File: src/hdl/hsn_pkg.sv
// shared types, constants and functions of the hamming set nearness unit
`timescale 1ns / 1ps
`default_nettype none
package hsn_pkg;

   localparam int VEC_BITS  = 64;
   localparam int MAX_SET   = 256;
   localparam int FRAC_BITS = 16;
   localparam int NCELL     = 8;

   localparam int LEN_W     = 7;
   localparam int CSR_IDX_W = 1;
   localparam int ADDR_W    = $clog2(MAX_SET);
   localparam int CNT_W     = $clog2(MAX_SET + 1);
   localparam int SEQ_W     = $clog2(MAX_SET + NCELL);
   localparam int MIN_W     = $clog2(VEC_BITS + 1);
   localparam int SUM_W     = $clog2(MAX_SET * VEC_BITS + 1);
   localparam int PROD_W    = SUM_W + CNT_W;
   localparam int DD_W      = 2 * CNT_W;
   localparam int DEN_W     = DD_W + 1 + LEN_W;
   localparam int DIVD_W    = DEN_W + FRAC_BITS;
   localparam int STEP_W    = $clog2(DIVD_W);
   localparam int Q_W       = 23;

   localparam logic [MIN_W-1:0] MIN_INIT = '1;

   localparam logic [1:0] ACT_LOAD_A  = 2'd0;
   localparam logic [1:0] ACT_LOAD_B  = 2'd1;
   localparam logic [1:0] ACT_COMPUTE = 2'd2;

   localparam logic [1:0] STATUS_OK       = 2'd0;
   localparam logic [1:0] STATUS_EMPTY    = 2'd1;
   localparam logic [1:0] STATUS_OVERFLOW = 2'd2;

   localparam logic [CSR_IDX_W-1:0] CSR_VECTOR_LENGTH = 1'd0;
   localparam logic [CSR_IDX_W-1:0] CSR_AFFINITY_MODE = 1'd1;

   typedef struct packed {
      logic [1:0]          action;
      logic [VEC_BITS-1:0] vector;
   } hsn_req_type;

   typedef struct packed {
      logic [1:0]     status;
      logic [Q_W-1:0] nearness;
   } hsn_rsp_type;

   // control broadcast to every cell
   typedef struct packed {
      logic                shift;
      logic [VEC_BITS-1:0] mask;
   } hsn_ctl_type;

   // data handed from one cell to the next
   typedef struct packed {
      logic [VEC_BITS-1:0] src;
      logic                srcv;
      logic [VEC_BITS-1:0] dst;
      logic                dstv;
      logic [MIN_W-1:0]    min;
   } hsn_link_type;

   function automatic logic [MIN_W-1:0] popcount(input logic [VEC_BITS-1:0] v);
      logic [MIN_W-1:0] n;
      n = '0;
      for (int i = 0; i < VEC_BITS; i++) begin
         n = n + MIN_W'(v[i]);
      end
      return n;
   endfunction

   function automatic logic [LEN_W-1:0] eff_len(input logic [LEN_W-1:0] l);
      logic [LEN_W-1:0] r;
      r = l;
      if (l == '0) begin
         r = LEN_W'(1);
      end else if (l > LEN_W'(VEC_BITS)) begin
         r = LEN_W'(VEC_BITS);
      end
      return r;
   endfunction

   function automatic logic [VEC_BITS-1:0] len_mask(input logic [LEN_W-1:0] l);
      logic [VEC_BITS-1:0] ones;
      ones = '1;
      return ones >> (VEC_BITS - int'(l));
   endfunction

endpackage
`default_nettype wire

File: src/hdl/hsn_cell.sv
// one cell: holds a source vector and its running least distance
`timescale 1ns / 1ps
`default_nettype none
module hsn_cell (
   input  wire logic                 clock,
   input  wire logic                 reset,
   input  wire hsn_pkg::hsn_ctl_type  ctl,
   input  wire hsn_pkg::hsn_link_type link_in,
   output hsn_pkg::hsn_link_type     link_out
);

   logic [hsn_pkg::VEC_BITS-1:0] src_ff;
   logic [hsn_pkg::VEC_BITS-1:0] dst_ff;
   logic [hsn_pkg::MIN_W-1:0]    min_ff;
   logic                         srcv_ff;
   logic                         dstv_ff;
   logic [hsn_pkg::MIN_W-1:0]    hdist;

   assign hdist = hsn_pkg::popcount((src_ff ^ link_in.dst) & ctl.mask);

   always_ff @(posedge clock) begin
      if (reset) begin
         srcv_ff <= 1'b0;
         dstv_ff <= 1'b0;
      end else begin
         dstv_ff <= link_in.dstv;
         if (ctl.shift) begin
            srcv_ff <= link_in.srcv;
         end
      end
   end

   always_ff @(posedge clock) begin
      dst_ff <= link_in.dst;
      if (ctl.shift) begin
         src_ff <= link_in.src;
         min_ff <= link_in.min;
      end else if (link_in.dstv && (hdist < min_ff)) begin
         min_ff <= hdist;
      end
   end

   assign link_out.src  = src_ff;
   assign link_out.srcv = srcv_ff;
   assign link_out.dst  = dst_ff;
   assign link_out.dstv = dstv_ff;
   assign link_out.min  = min_ff;

endmodule
`default_nettype wire

File: src/hdl/hsn_cell_row.sv
// row of distance cells chained head to tail
`timescale 1ns / 1ps
`default_nettype none
module hsn_cell_row (
   input  wire logic                 clock,
   input  wire logic                 reset,
   input  wire hsn_pkg::hsn_ctl_type  ctl,
   input  wire hsn_pkg::hsn_link_type head,
   output hsn_pkg::hsn_link_type     tail
);

   hsn_pkg::hsn_link_type [hsn_pkg::NCELL:0] chain;

   assign chain[0] = head;

   for (genvar g = 0; g < hsn_pkg::NCELL; g++) begin : g_cell
      hsn_cell u_cell (
         .clock    (clock),
         .reset    (reset),
         .ctl      (ctl),
         .link_in  (chain[g]),
         .link_out (chain[g+1])
      );
   end

   assign tail = chain[hsn_pkg::NCELL];

endmodule
`default_nettype wire

File: config.mk
export PLATFORM = sky130hd
export DESIGN_NAME = hsn_cell_row
export DESIGN_NICKNAME = d
export VERILOG_FILES = /design/src/hdl/hsn_pkg.sv /design/src/hdl/hsn_cell.sv /design/src/hdl/hsn_cell_row.sv
export SDC_FILE = /design/constraint.sdc
export NUM_CORES = 2
export LEC_CHECK = 0
export ABC_AREA = 1
export BUFFER_PORTS_ARGS = -buffer_cell sky130_fd_sc_hd__buf_2
export CORE_MARGIN = 2
export CORE_UTILIZATION = 30
export DETAILED_ROUTE_END_ITERATION = 6
export GPL_ROUTABILITY_DRIVEN = 0
export PLACE_DENSITY = 0.49
export SLEW_MARGIN = 10
export SYNTH_ARGS = -nofsm -noshare
export SYNTH_HDL_FRONTEND = slang
export SYNTH_SLANG_ARGS = --single-unit
File: constraint.sdc
create_clock -name clock -period 17.2 [get_ports clock]
set_input_delay 1.72 -clock clock [delete_from_list [all_inputs] [get_ports clock]]
set_output_delay 1.72 -clock clock [all_outputs]
set_load 0.03 [all_outputs]
==> run metrics <==
latest clock arrival within the worst-skew pair=0.78 ns; Root Driver=clkbuf_16; Yosys warning count=0; residual DRC count=0; reg2reg path depth=26; # port buffers=340; Synth top area share=roughly a third; GR Util All Layers=15.6%; measured slew at the worst slew-check pin=1.01 ns; setup_tns=0 ns; Required @ worst endpoint=17.58 ns; Placed Area=about 54000 um^2; crit path max fanout=8; vias in the first global route=~30000; CTS tree=built; clk slew on worst S/H paths=0.06 ns; Via density=roughly 4.2; Post-Place Setup Slack=7.27 ns; # Max-Cap Violations=0; Highest Clock Rate=0.110 GHz; worst setup margin=just over 8 ns; Hold EP=g_cell[2].u_cell.dst_ff[18]; syn_nets=5263; fin crit period=9.05 ns; GRT overflow=0; die area=about 170000 um^2; area leader, netlist=edfxtp_1; Iter 0 DRT Violations=1747; RSZ-0062 raised after global routing=no; status=finished clean; max_slew headroom=32.0%; Synth area leaders=edfxtp_1 (33%), dfxtp_1 (21%), fa_1 (17%); largest net degree at the start of global routing=125; Slew Limit Fails=0; first-pass GRT wire length=194000 um; share of layout cells above drive strength 1=11.7%; post-CTS resize count=0; R2R Path End=g_cell[7].u_cell.min_ff[5]; antenna violations before repair=30; setup bufs post-CTS=0; H-Tree Depth=4; drt total wl=between 100000 and 150000 um; flop-to-flop setup slack=8.71 ns; # setup viols final=0; Initial DRT Pass Iterations=5; Die Wd=417 um; type of the tightest min-delay check=flop to flop; final hold vios=0; Layout area overhead=14.7%; CTS Sinks=about 1100; Routed Antenna Nets=0; sequential share of the synthesized area=around 54%; Starting Density=a little under a third; detailed placement HPWL=109000 um; post-DR wirelength/cell=19.1 um; register bit total from synthesis=1096; clk buf depth=3; Nets=roughly 5500; cts-stage hold buffer count=0; vias=29309; Rows=roughly 150; CP endpoint kind=flop; Post-Syn Area=51200 um^2; CP startpoint kind=input port; Syn Area/Cell=11.5 um^2; hold wc startpoint=g_cell[1].u_cell.dst_ff[18]; WHS Path Cells=0; CP arrival=approximately 9.4 ns; period utilization=between 50% and 60%; core area=169000 um^2; cell area after layout=about 59000 um^2; WS Path Type=input port to flop; Post-Route Skew=0.0395 ns; Die H=417 um; num ports=341; post-synthesis cell type count=28; FF-to-FF Start=g_cell[7].u_cell.src_ff[26]; cell count after synthesis=4451; cts bufs inserted=130
==> worst max path at each step <==
stage                     depth (start not counted)    start  slack, ns                         end
after global placement                           27   ctl[0]       7.27  g_cell[7].u_cell.min_ff[6]
after CTS                                        27   ctl[0]       8.14  g_cell[7].u_cell.min_ff[5]
after floorplan                                  28  ctl[46]       8.29  g_cell[4].u_cell.min_ff[0]
after detailed placement                         27   ctl[0]       7.27  g_cell[7].u_cell.min_ff[5]
final                                            27   ctl[0]       8.15  g_cell[7].u_cell.min_ff[5]
after global routing                             26  ctl[26]       7.74  g_cell[7].u_cell.min_ff[5]
==> state kept, by name, indices dropped and copies added, names as in the netlist <==
signal / flops
g_cell.u_cell.srcv_ff: 8
g_cell.u_cell.dst_ff: 512
g_cell.u_cell.min_ff: 56
g_cell.u_cell.src_ff: 512
g_cell.u_cell.dstv_ff: 8
==> worst max-delay path: stages <==
cell      delay [ns]
buf_2           0.20
nand2_1         0.07
nor2_1          0.15
ha_1            0.25
inv_1           0.07
fa_1            0.44
fa_1            0.55
fa_1            0.46
fa_1            0.55
fa_1            0.66
fa_1            0.54
fa_1            0.51
inv_1           0.07
fa_1            0.49
inv_1           0.06
fa_1            0.42
fa_1            0.48
inv_1           0.09
nand3_1         0.09
nand2_1         0.08
nand2_1         0.05
nand2_1         0.10
inv_1           0.05
ha_1            0.28
a21oi_1         0.12
o21bai_1        0.07
o21ai_0         0.78
==> placed cells by master (no fill, tap or decap), types with 35 or more instances in the layout <==
cell / Yosys / layout
nand3_1: 45 / 45
nand2_1: 991 / 991
clkbuf_16: 0 / 133
dfxtp_1: 528 / 528
a21oi_1: 56 / 56
ha_1: 176 / 176
nor2_1: 520 / 520
edfxtp_1: 568 / 568
inv_1: 529 / 528
xor2_1: 264 / 264
o21ai_0: 35 / 35
buf_2: 7 / 339
fa_1: 432 / 432
clkbuf_1: 70 / 44
==> layout make-up <==
type / count / area (um^2)
well taps: 2218 / 2780
fillers: 16818 / 111000
inverters: 535 / 2010
flip-flops and latches: 1096 / 27600
clock inverters: 38 / 480
clock buffers: 200 / 3810
diodes: 8 / 20.0
multi-input cells: 2602 / 20200
repair buffers: 348 / 1780
==> logic make-up after synthesis <==
group / synth area share (%)
buffers and inverters: 6.59
DFF: 54.0
xor gates and xnor gates: 4.88
adders and majority gates: 21.2
and+or+nand+nor: 12.1
AOI/OAI and AO/OA: 1.16
==> through the flow <==
step / hold slack (ns) / util, % / std cells
after floorplan: 0.349 / - / 4451
after global placement: 0.352 / 32.1 / 6799
after detailed placement: 0.353 / 32.1 / 6799
after CTS: 0.323 / 34.6 / 7037
after global routing: 0.334 / 34.6 / 7040
final: 0.323 / 34.6 / 7045
==> routing by layer <==
layer / global-route usage [%] / part of all wire [%] / vias up
li1: - / - / 14251
met1: 19.8 / 43 / 14178
met2: 26.4 / 49 / 656
met3: 3.02 / 4.9 / 208
met4: 5.69 / 3.4 / 16
met5: 0 / 0.077 / -
==> Yosys cell counts <==
| cell | instances |
|---|---|
| xnor2_1 | 8 |
| nand4_1 | 20 |
| nor2_1 | 520 |
| xor2_1 | 264 |
| nand2_1 | 991 |
| o211ai_1 | 8 |
| buf_4 | 139 |
| clkbuf_1 | 70 |
| o21ai_1 | 2 |
| buf_6 | 2 |
| and2_1 | 9 |
| nand3b_1 | 8 |
| o21ai_0 | 35 |
| inv_2 | 6 |
| or2_1 | 1 |
| xor2_2 | 7 |
| edfxtp_1 | 568 |
| buf_2 | 7 |
| nand2_2 | 11 |
| ha_1 | 176 |
| o21a_1 | 3 |
| dfxtp_1 | 528 |
| a21oi_1 | 56 |
| nand3_1 | 45 |
| a21o_1 | 1 |
| inv_1 | 529 |
| fa_1 | 432 |
| o21bai_1 | 5 |
Power is left out: the tool's default activity adds up to more than one toggle a clock period on the data nets, which glitch-free logic cannot reach.
