[config.mk]
export PLATFORM = sky130hd
export DESIGN_NAME = hsn_divider
export DESIGN_NICKNAME = d
export VERILOG_FILES = /design/src/hdl/hsn_pkg.sv /design/src/hdl/hsn_divider.sv
export SDC_FILE = /design/constraint.sdc
export NUM_CORES = 1
export LEC_CHECK = 0
export BUFFER_PORTS_ARGS = -buffer_cell sky130_fd_sc_hd__buf_2
export CORE_MARGIN = 5
export CORE_UTILIZATION = 30
export DETAILED_ROUTE_END_ITERATION = 6
export PLACE_DENSITY = 0.46
export SLEW_MARGIN = 10
export SYNTH_ARGS = -nofsm -noshare
export SYNTH_HDL_FRONTEND = slang
export SYNTH_SLANG_ARGS = --single-unit
[constraint.sdc]
create_clock -name clock -period 7.3 [get_ports clock]
set_input_delay 0.73 -clock clock [delete_from_list [all_inputs] [get_ports clock]]
set_output_delay 0.73 -clock clock [all_outputs]
set_load 0.01 [all_outputs]
[src/hdl/hsn_pkg.sv]
// shared types, constants and functions of the hamming set nearness unit
`timescale 1ns / 1ps
`default_nettype none
package hsn_pkg;

   localparam int VEC_BITS  = 64;
   localparam int MAX_SET   = 256;
   localparam int FRAC_BITS = 16;
   localparam int NCELL     = 8;

   localparam int LEN_W     = 7;
   localparam int CSR_IDX_W = 1;
   localparam int ADDR_W    = $clog2(MAX_SET);
   localparam int CNT_W     = $clog2(MAX_SET + 1);
   localparam int SEQ_W     = $clog2(MAX_SET + NCELL);
   localparam int MIN_W     = $clog2(VEC_BITS + 1);
   localparam int SUM_W     = $clog2(MAX_SET * VEC_BITS + 1);
   localparam int PROD_W    = SUM_W + CNT_W;
   localparam int DD_W      = 2 * CNT_W;
   localparam int DEN_W     = DD_W + 1 + LEN_W;
   localparam int DIVD_W    = DEN_W + FRAC_BITS;
   localparam int STEP_W    = $clog2(DIVD_W);
   localparam int Q_W       = 23;

   localparam logic [MIN_W-1:0] MIN_INIT = '1;

   localparam logic [1:0] ACT_LOAD_A  = 2'd0;
   localparam logic [1:0] ACT_LOAD_B  = 2'd1;
   localparam logic [1:0] ACT_COMPUTE = 2'd2;

   localparam logic [1:0] STATUS_OK       = 2'd0;
   localparam logic [1:0] STATUS_EMPTY    = 2'd1;
   localparam logic [1:0] STATUS_OVERFLOW = 2'd2;

   localparam logic [CSR_IDX_W-1:0] CSR_VECTOR_LENGTH = 1'd0;
   localparam logic [CSR_IDX_W-1:0] CSR_AFFINITY_MODE = 1'd1;

   typedef struct packed {
      logic [1:0]          action;
      logic [VEC_BITS-1:0] vector;
   } hsn_req_type;

   typedef struct packed {
      logic [1:0]     status;
      logic [Q_W-1:0] nearness;
   } hsn_rsp_type;

   // control broadcast to every cell
   typedef struct packed {
      logic                shift;
      logic [VEC_BITS-1:0] mask;
   } hsn_ctl_type;

   // data handed from one cell to the next
   typedef struct packed {
      logic [VEC_BITS-1:0] src;
      logic                srcv;
      logic [VEC_BITS-1:0] dst;
      logic                dstv;
      logic [MIN_W-1:0]    min;
   } hsn_link_type;

   function automatic logic [MIN_W-1:0] popcount(input logic [VEC_BITS-1:0] v);
      logic [MIN_W-1:0] n;
      n = '0;
      for (int i = 0; i < VEC_BITS; i++) begin
         n = n + MIN_W'(v[i]);
      end
      return n;
   endfunction

   function automatic logic [LEN_W-1:0] eff_len(input logic [LEN_W-1:0] l);
      logic [LEN_W-1:0] r;
      r = l;
      if (l == '0) begin
         r = LEN_W'(1);
      end else if (l > LEN_W'(VEC_BITS)) begin
         r = LEN_W'(VEC_BITS);
      end
      return r;
   endfunction

   function automatic logic [VEC_BITS-1:0] len_mask(input logic [LEN_W-1:0] l);
      logic [VEC_BITS-1:0] ones;
      ones = '1;
      return ones >> (VEC_BITS - int'(l));
   endfunction

endpackage
`default_nettype wire

[src/hdl/hsn_divider.sv]
// restoring divider, one quotient bit per cycle
`timescale 1ns / 1ps
`default_nettype none
module hsn_divider (
   input  wire logic                          clock,
   input  wire logic                          reset,
   input  wire logic                          start,
   input  wire logic [hsn_pkg::DIVD_W-1:0]    dividend,
   input  wire logic [hsn_pkg::DEN_W-1:0]     divisor,
   output logic                               done,
   output logic [hsn_pkg::Q_W-1:0]            quotient
);

   logic                          busy_ff;
   logic                          done_ff;
   logic [hsn_pkg::STEP_W-1:0]    step_ff;
   logic [hsn_pkg::DEN_W-1:0]     rem_ff;
   logic [hsn_pkg::DEN_W-1:0]     rem_in;
   logic [hsn_pkg::DIVD_W-1:0]    dvd_ff;
   logic [hsn_pkg::DEN_W-1:0]     dsr_ff;
   logic [hsn_pkg::Q_W-1:0]       quo_ff;
   logic [hsn_pkg::DEN_W:0]       trial;
   logic [hsn_pkg::DEN_W:0]       diff;
   logic                          fits;

   always_comb begin
      trial  = {rem_ff, dvd_ff[hsn_pkg::DIVD_W-1]};
      fits   = trial >= {1'b0, dsr_ff};
      diff   = trial - {1'b0, dsr_ff};
      rem_in = fits ? diff[hsn_pkg::DEN_W-1:0] : trial[hsn_pkg::DEN_W-1:0];
   end

   always_ff @(posedge clock) begin
      if (reset) begin
         busy_ff <= 1'b0;
         done_ff <= 1'b0;
         step_ff <= '0;
      end else begin
         done_ff <= 1'b0;
         if (start) begin
            busy_ff <= 1'b1;
            step_ff <= hsn_pkg::STEP_W'(hsn_pkg::DIVD_W - 1);
         end else if (busy_ff) begin
            if (step_ff == '0) begin
               busy_ff <= 1'b0;
               done_ff <= 1'b1;
            end else begin
               step_ff <= step_ff - 1'b1;
            end
         end
      end
   end

   always_ff @(posedge clock) begin
      if (start) begin
         rem_ff <= '0;
         dvd_ff <= dividend;
         dsr_ff <= divisor;
         quo_ff <= '0;
      end else if (busy_ff) begin
         rem_ff <= rem_in;
         dvd_ff <= {dvd_ff[hsn_pkg::DIVD_W-2:0], 1'b0};
         quo_ff <= {quo_ff[hsn_pkg::Q_W-2:0], fits};
      end
   end

   assign done     = done_ff;
   assign quotient = quo_ff;

endmodule
`default_nettype wire

==> results of run 1 <==
per-layer routing:
layer | global-route usage [%] | up-vias | wire, um
met2 | 18.6 | 80 | 6550
met5 | 0 | - | 20
met4 | 3.83 | 2 | 146
met1 | 15.4 | 2142 | 6520
met3 | 3.89 | 14 | 592
li1 | - | 2289 | -
logic make-up after synthesis:
family                   Yosys count  synth area share [%]
adder cells (fa/ha/maj)           29                  5.84
AND/OR/NAND/NOR                  142                  9.97
XOR/XNOR                          24                  3.32
flip-flops                       125                  50.2
buffers and inverters             61                  3.89
multiplexers                      86                  14.4
AO/OA/AOI/OAI                    114                  12.4
worst min-delay path, cell delays in order (launching register included):
cell	delay [ps]
dfxtp_1	320
nand2_1	50
o21ai_1	50
placed cells by master (no fill, tap or decap), drive strengths merged, types with 18 or more instances in the layout:
| master | instances |
|---|---|
| buf | 97 |
| edfxtp | 68 |
| inv | 39 |
| a21oi | 24 |
| dfxtp | 57 |
| mux2i | 43 |
| nand2 | 32 |
| a211oi | 19 |
| nor2 | 67 |
| ha | 28 |
| mux2 | 43 |
| o21ai | 18 |
power by group through the flow:
stage | combinational [mW] | clock [mW] | sequential [mW]
4_1_cts | 0.281 | 0.852 | 0.822
6_report | 0.278 | 0.825 | 0.821
3_5_place_dp | 0.279 | 0 | 0.836
2_1_floorplan | 0.213 | 0 | 0.828
5_1_grt | 0.313 | 0.887 | 0.827
3_3_place_gp | 0.277 | 0 | 0.835
registers in the layout (all words and copies together), names as in the netlist:
| signal | cells |
|---|---|
| dvd_ff | 42 |
| dsr_ff | 26 |
| rem_ff | 26 |
| quotient | 23 |
| step_ff | 6 |
| busy_ff | 1 |
| done | 1 |
how the worst max path moves through the flow:
stage	startpoint	to	slack, ps	cells past startpoint
final	dsr_ff[5]	rem_ff[0]	3810	10
after global routing	dsr_ff[5]	rem_ff[0]	3480	10
after CTS	dsr_ff[10]	rem_ff[0]	3740	10
after detailed placement	dsr_ff[10]	rem_ff[0]	3730	10
after global placement	dsr_ff[10]	rem_ff[0]	3850	10
after floorplan	dsr_ff[12]	rem_ff[0]	4490	12
cell type report:
| type | instances | area [sq um] | share of cell area, % |
|---|---|---|---|
| Sequential cell | 125 | 3180 | 41.7 |
| Multi-Input combinational cell | 395 | 2910 | 38.1 |
| Timing Repair Buffer | 97 | 495 | 6.49 |
| Clock buffer | 17 | 425 | 5.58 |
| Tap cell | 275 | 344 | 4.51 |
| Clock inverter | 15 | 149 | 1.95 |
| Inverter | 32 | 120 | 1.57 |
per-stage QoR:
stage / worst slack [ps] / std cells / hold WS (ps) / cell area, sq um / util (%)
after detailed placement: 3730 / 924 / 465 / 7050 / 33.8
after floorplan: 4490 / 581 / 445 / 6340 / -
after global routing: 3480 / 956 / 459 / 7630 / 36.5
after global placement: 3850 / 924 / 463 / 7050 / 33.8
final: 3810 / 956 / 475 / 7630 / 36.5
after CTS: 3740 / 956 / 461 / 7630 / 36.5
==> impl_metrics.py, run 1 <==
metrics = {
    "synthesis": {
        "synth_area_leaders": "edfxtp_1 32%, dfxtp_1 18%, mux2_2 7.5%",
        "synth_most_common_cell": "edfxtp_1",
        "post_synth_num_cell_types": 57,
        "synth_top_area_cell": "edfxtp_1",
        "synth_top_area_share_pct": 32.2,
        "syn_area_sq_um": 6340,
        "yosysWarnings": 0,
        "synth_seq_area_share_pct": 50.2,
        "syn_nets": 681,
        "ys_ff_latch": 125,
        "synth_ff_type": "edfxtp_1",
        "netlist_top_cells_count": "68 x edfxtp_1, 67 x nor2_1, 57 x dfxtp_1",
        "syn_area_per_cell_sq_um": 10.9,
        "synthesis.instances": 581,
        "synthArstFlopShare_pct": 0,
        "synth_edf_count": 68,
    },
    "pwr": {
        "power_density_nw_per_um2": 252,
        "clkPwrFrac_pct": 42.9,
        "ir_drop_mv": 0.141,
        "p_sw_share_pct": 27.0,
        "p_total_mw": 1.92,
        "power.internal_mw": 1.40,
        "power_leakage_nw": 3.17,
        "power_frac_comb_pct": 14.4,
        "p_switching_mw": 0.519,
        "seqPwrFrac_pct": 42.7,
    },
    "timing": {
        "drv_slew": 0,
        "slew_headroom_pct": 41.0,
        "finalSetupViolCount": 0,
        "finalClockSkew_ps": 11.0,
        "hold_viol": 0,
        "layout_min_cycle_time_ps": 3490,
        "setup_tns_ps": 0,
        "rsz0062_at_grt": "false",
        "max_freq_mhz": 286,
        "timing.final.crit_share_pct": 47.9,
        "worstMarginPinSlew_ps": 882,
    },
    "grt": {
        "grt_pass1_vias": 4621,
        "grt_max_degree": 74,
        "antenna_found_initial": 1,
        "overflow": 0,
        "grt_first_pass_wirelength_um": 23000,
        "grt_use_total_pct": 11.8,
    },
    "setup_path": {
        "cp_top_family": "compound AO/OA/AOI/OAI gates",
        "critical_path_buf_inv_count": 1,
        "reg2reg_slack_ps": 3810,
        "slowest_stage": "a221o_2",
        "worstPathArrival_ps": 3820,
        "cpMostUsedCell": "a21o_1",
        "r2r-end": "rem_ff[0]",
        "path_cells": "inv_1, ha_1, nor3_1, or4b_1, a21o_1, a21o_1, o31ai_1, a221o_2, mux2_1, a211oi_1",
        "max_stage_delay_ps": 790,
        "crit_fanout": 30,
        "critical_path_class": "reg2reg",
        "worst_setup_path_start_kind": "flip-flop",
        "r2r-start": "dsr_ff[5]",
        "reg2reg_depth": 10,
        "cp-end-kind": "flip-flop",
        "required_ps": 7630,
    },
    "worst_hold_path": {
        "hp-start": "rem_ff[16]",
        "min_to": "rem_ff[16]",
        "hold_depth": 2,
        "min_path_type": "reg2reg",
    },
    "route": {
        "drt_wl_total_um": 13800,
        "wl_per_cell_um": 14.5,
        "firstDrtPassIters": 4,
        "ant_nets": 0,
        "drc": 0,
        "vias_per_cell": 4.74,
        "first_iter_violations": 227,
        "vias": 4527,
    },
    "cts": {
        "cts_setup_buffers": 0,
        "cts_max_level": 4,
        "numCtsBuffers": 17,
        "ctsResizeCount": 0,
        "cts_hold_buf": 0,
        "cts.sink_count": 125,
        "cts_tree": "done",
        "root_buffer": "clkbuf_16",
        "clk_path_buf_depth": 2,
        "clk_latency_ps": 420,
        "clk_pin_slew_ps": 60,
    },
    "placement": {
        "hpwl_um": 9570,
        "gp_routability_congestion": 0.809,
        "numPortBuffers": 94,
    },
    "floorplanning": {
        "ios": 95,
        "core.rowCount": 53,
        "die_h_um": 155,
        "core_area_sq_um": 20900,
        "die_w_um": 155,
        "initial_core_util_pct": 30.4,
        "die_area_sq_um": 24100,
    },
    "flow_run": {
        "max_cap_violations": 0,
    },
    "cells_and_area": {
        "fillerInstances": 2131,
        "final_nets": 768,
        "synthToLayoutAreaGrowth_pct": 20.3,
        "drive_gt1_share_pct": 25.6,
        "antennaDiodeCount": 0,
    },
    "status": {
        "status": "complete, no violations",
    },
}
Note: power is estimated with default switching activity, not from simulation.
==> inputs of run 2 (changes only) <==
- PLACE_DENSITY: 0.46 -> 0.48
- clock period: 7.3 -> 2.95 ns (I/O delays scaled with it)
==> run 2 against run 1 <==
  * Non-clock buffer count up 28
  * Clock skew down 4.8 ps
  * Total power rose to 2.6 times the previous value
  * Die area unchanged
  * Register-to-register slack worse by 3700 ps
  * Combinational power rose to 2.7 times the previous value
  * First-iteration DRC count down 29%
  * Critical path type unchanged
  * Critical endpoint unchanged
  * Largest cell class unchanged
  * Largest power group unchanged
==> impl_metrics.py, run 2 (same netlist as run 1, synthesis figures left out) <==
metrics = {
    "setup_path": {
        "required_ps": 3280,
        "worstPathArrival_ps": 3150,
        "critical_path_class": "reg2reg",
        "path_cells": "inv_1, ha_1, nand4_1, or4b_1, a21o_1, a21o_1, o31ai_1, a221o_2, buf_12, mux2_1, a211oi_1",
        "reg2reg_depth": 11,
        "max_stage_delay_ps": 490,
        "cp-end-kind": "flip-flop",
        "worst_setup_path_start_kind": "flip-flop",
        "startpoint": "dsr_ff[11]",
        "cpMostUsedCell": "a21o_1",
        "crit_fanout": 6,
        "r2r-start": "dsr_ff[11]",
        "slowest_stage": "or4b_1",
    },
    "pwr": {
        "power_frac_comb_pct": 15.4,
        "power_density_nw_per_um2": 616,
        "p_total_mw": 4.92,
        "power_leakage_nw": 3.34,
        "seqPwrFrac_pct": 41.4,
        "power.internal_mw": 3.62,
        "ir_drop_mv": 0.343,
        "p_sw_share_pct": 26.5,
        "clkPwrFrac_pct": 43.3,
        "p_switching_mw": 1.30,
    },
    "cells_and_area": {
        "drive_gt1_share_pct": 29.5,
        "largest_register_ffs": 42,
        "final_cell_mix": "93 x buf_2, 68 x edfxtp_1, 67 x nor2_1, 56 x dfxtp_1",
        "antennaDiodeCount": 0,
        "synthToLayoutAreaGrowth_pct": 26.1,
        "final_nets": 796,
        "top_register": "dvd_ff",
        "top_regs": "dvd_ff x42, dsr_ff x26, rem_ff x26",
        "layout_commonest_cell": "buf_2",
        "fillerInstances": 2080,
        "fin_util_pct": 38.3,
    },
    "route": {
        "wl_met2_um": 6800,
        "drt_wl_total_um": 14100,
        "first_iter_violations": 162,
        "vias_per_cell": 4.71,
        "dr_wl_met3_um": 758,
        "drc": 0,
        "vias": 4638,
        "wl_per_cell_um": 14.4,
        "dr.max_layer_used": "met5",
        "ant_nets": 0,
        "firstDrtPassIters": 4,
        "wl_met1_um": 6370,
    },
    "timing": {
        "drv_slew": 0,
        "timing.final.crit_share_pct": 95.5,
        "finalSetupViolCount": 0,
        "hold_viol": 0,
        "layout_min_cycle_time_ps": 2820,
        "slew_headroom_pct": 50.6,
        "max_freq_mhz": 355,
        "finalClockSkew_ps": 6.22,
        "worstMarginPinSlew_ps": 740,
        "hold_ws_ps": 50.4,
    },
    "floorplanning": {
        "die_h_um": 155,
        "initial_core_util_pct": 30.4,
        "core.rowCount": 53,
        "die_w_um": 155,
        "ios": 95,
        "die_area_sq_um": 24100,
        "core_area_sq_um": 20900,
    },
    "grt": {
        "overflow": 0,
        "grt_pass1_vias": 4775,
        "grt_use_total_pct": 11.7,
        "grt_max_degree": 62,
        "antenna_found_initial": 4,
        "grt_first_pass_wirelength_um": 22900,
    },
    "placement": {
        "numPortBuffers": 94,
        "hpwl_um": 9830,
        "gp_routability_congestion": 0.788,
    },
    "cts": {
        "clk_latency_ps": 420,
        "numCtsBuffers": 17,
        "cts.sink_count": 125,
        "clk_pin_slew_ps": 60,
        "root_buffer": "clkbuf_16",
        "cts_tree": "done",
        "clk_path_buf_depth": 2,
        "cts_max_level": 4,
    },
    "flow_run": {
        "max_cap_violations": 0,
    },
    "worst_hold_path": {
        "min_path_type": "in2reg",
        "hold_depth": 1,
        "hp-start": "divisor[24]",
    },
    "status": {
        "status": "complete, no violations",
    },
}
run 2: cell types whose count changed in the layout (fill, tap and decap cells not counted), moves of 2 or more:
cell        delta
clkinvlp_4     +2
a221oi_2       +2
clkbuf_16      +3
clkinv_4       -3
ha_1           -2
buf_4         +22
a221oi_1       -2
ha_4           +2
clkinv_1       -2
buf_12         +3
run 2: cell type report:
cell class / instances / area (sq um) / area share (%)
clock buffer: 17 / 425 / 5.32
multi-input combinational: 395 / 2950 / 36.9
inverter: 32 / 120 / 1.50
tap: 275 / 344 / 4.30
timing repair buffer: 125 / 796 / 9.95
clock inverter: 15 / 173 / 2.16
sequential: 125 / 3180 / 39.8
run 2: per-stage QoR:
stage | setup TNS, ps | std cells | cell area, sq um | setup WS [ps]
detailed placement | 0 | 947 | 7250 | 0.898
global route | -3.38 | 984 | 8000 | -3.38
floorplan | 0 | 581 | 6340 | 142
CTS | 0 | 979 | 7850 | 45.4
finish | 0 | 984 | 8000 | 133
global placement | 0 | 947 | 7250 | 102
run 2: critical path: cells and delay by family (launching register included):
kind | cells | cell delay [ps]
flops | 1 | 330
compound gates | 5 | 1010
simple gates | 2 | 600
fa+ha+maj | 1 | 280
buf+inv | 2 | 190
mux | 1 | 320
run 2: final timing paths:
check,to,slack [ps]
worst min-delay path,dsr_ff[24],50
worst min register to register,rem_ff[17],470
worst max register to register,rem_ff[0],130
worst max-delay path,rem_ff[0],130
run 2: what timing repair did:
action,CTS,global route
buffers inserted,0,2
gates resized for setup,1,8
endpoints found under the hold margin,0,0
cloned,0,3
pin swaps,0,3
hold buffers,0,0
setup endpoints to repair,1,24
run 2: power groups by stage:
stage	sequential (mW)	combinational, mW	clock, mW
after floorplan	2.05	0.527	0
after global placement	2.07	0.732	0
after detailed placement	2.07	0.738	0
after CTS	2.04	0.742	2.21
after global routing	2.05	0.844	2.28
final	2.04	0.756	2.13
run 2: metal layers:
metal	vias to the layer above	GRT usage, %
met1	2183	14.2
met2	87	19.3
li1	2341	-
met4	8	3.13
met5	-	0
met3	19	4.53
==> inputs of run 3 (changes only) <==
- REMOVE_ABC_BUFFERS: unset -> 1
==> run 3 against run 2 <==
  * Wire length rose by 1.5%
  * Maximum frequency up 0.94%
  * Combinational power hardly changed
  * Highest routed layer unchanged
  * Design area down 1.4%
  * Setup slack better by 26 ps
  * Via count grew 0.43%
==> impl_metrics.py, run 3 (same netlist as run 1, synthesis figures left out) <==
metrics = {
    "route": {
        "vias": 4658,
        "ant_nets": 0,
        "firstDrtPassIters": 6,
        "vias_per_cell": 4.77,
        "drc": 0,
        "wl_per_cell_um": 14.7,
        "first_iter_violations": 194,
        "drt_wl_total_um": 14300,
    },
    "cells_and_area": {
        "fin_util_pct": 37.8,
        "final_nets": 787,
        "final_cell_mix": "93 x buf_2, 68 x edfxtp_1, 67 x nor2_1, 56 x dfxtp_1, 42 x mux2_2",
        "synthToLayoutAreaGrowth_pct": 24.4,
        "top_register": "dvd_ff",
        "largest_register_ffs": 42,
        "top_regs": "dvd_ff x42, dsr_ff x26, rem_ff x26",
        "layout_commonest_cell": "buf_2",
        "drive_gt1_share_pct": 29.4,
    },
    "grt": {
        "grt_max_degree": 103,
        "grt_first_pass_wirelength_um": 23200,
        "overflow": 0,
        "grt_pass1_vias": 4673,
        "grt_use_total_pct": 11.8,
        "antenna_found_initial": 4,
    },
    "setup_path": {
        "cp-end-kind": "flip-flop",
        "required_ps": 3280,
        "critical_path_class": "reg2reg",
        "worst_setup_path_start_kind": "flip-flop",
        "crit_fanout": 4,
        "worstPathArrival_ps": 3120,
    },
    "floorplanning": {
        "core_area_sq_um": 20900,
        "die_area_sq_um": 24100,
        "ios": 95,
        "core.rowCount": 53,
        "die_w_um": 155,
        "initial_core_util_pct": 30.4,
        "die_h_um": 155,
    },
    "worst_hold_path": {
        "min_path_type": "in2reg",
    },
    "timing": {
        "finalClockSkew_ps": 11.2,
        "hold_viol": 0,
        "max_freq_mhz": 358,
        "layout_setup_ws_ps": 159,
        "worstMarginPinSlew_ps": 546,
        "slew_headroom_pct": 63.6,
        "rsz0062_at_grt": "true",
        "finalSetupViolCount": 0,
        "layout_min_cycle_time_ps": 2790,
        "drv_slew": 0,
        "timing.final.crit_share_pct": 94.6,
    },
    "cts": {
        "cts_setup_buffers": 0,
        "cts_max_level": 4,
        "numCtsBuffers": 17,
        "cts.sink_count": 125,
        "clk_pin_slew_ps": 60,
        "clk_path_buf_depth": 2,
        "cts_tree": "done",
        "clk_latency_ps": 420,
        "root_buffer": "clkbuf_16",
    },
    "placement": {
        "hpwl_um": 10100,
        "post-place-ws_ps": 51.0,
        "numPortBuffers": 94,
        "gp_routability_congestion": 0.863,
    },
    "pwr": {
        "power_leakage_nw": 3.25,
        "power_density_nw_per_um2": 592,
        "ir_drop_mv": 0.473,
    },
    "flow_run": {
        "max_cap_violations": 0,
    },
    "status": {
        "status": "complete, no violations",
    },
}
-- run 3: changes by cell type in the layout (fill, tap and decap cells not counted), moves of 2 or more --
cell / before / now
buf_4: 26 / 19
inv_6: 7 / 3
a211oi_1: 19 / 16
a211oi_2: 0 / 3
clkinv_2: 0 / 3
ha_1: 26 / 23
ha_4: 2 / 5
bufinv_16: 2 / 0
clkbuf_1: 0 / 2
clkbuf_16: 20 / 18
clkinvlp_4: 2 / 4
inv_8: 2 / 0
-- run 3: through the flow --
step	cells	hold slack [ps]	total power [mW]	setup TNS [ps]	instance area, sq um
after floorplan	552	367	2.55	-20770	6210
after global placement	942	455	2.80	0	7230
after detailed placement	942	466	2.80	0	7230
after CTS	974	29.7	4.71	0	7750
after global routing	976	29.2	4.92	-19.7	7890
final	976	48.7	4.67	0	7890
-- run 3: layer usage --
metal	wire length, um	track usage [%]
met1	6700	15.4
met2	6540	18.1
met3	948	4.95
met4	111	3.04
met5	33	0
-- run 3: timing repair --
item | in CTS | in global routing
hold buffers | 0 | 0
setup endpoints to repair | 0 | 26
endpoints found under the hold margin | 0 | 0
resized for setup | 0 | 16
-- run 3: where the power goes --
part	switching (mW)	internal [mW]
Clock	0.801	1.07
Combinational	0.397	0.362
Sequential	0.0571	1.98
-- run 3: worst max-delay path: stages (launching register included) --
cell	delay, ps
edfxtp_1	320
inv_1	40
ha_1	280
nor3_1	60
or4b_1	520
a21o_1	190
a21o_1	230
o31ai_2	190
a221o_2	320
mux2_1	350
a211oi_1	210
-- run 3: cell type report --
cell class                      instances  area, sq um
Tap cell                              275          344
Antenna cell                            1         2.50
Inverter                               32          120
Sequential cell                       125         3180
Timing Repair Buffer                  116          693
Fill cell                            2102        13000
Multi-Input combinational cell        395         3020
Clock buffer                           19          433
Clock inverter                         13         92.6
-- run 3: worst paths after layout --
check	start	cells after the start	slack, ps	endpoint
hold / removal	divisor[8]	1	50	dsr_ff[8]
setup reg to reg	dsr_ff[5]	10	160	rem_ff[0]
setup / recovery	dsr_ff[5]	10	160	rem_ff[0]
hold reg to reg	rem_ff[16]	2	470	rem_ff[16]
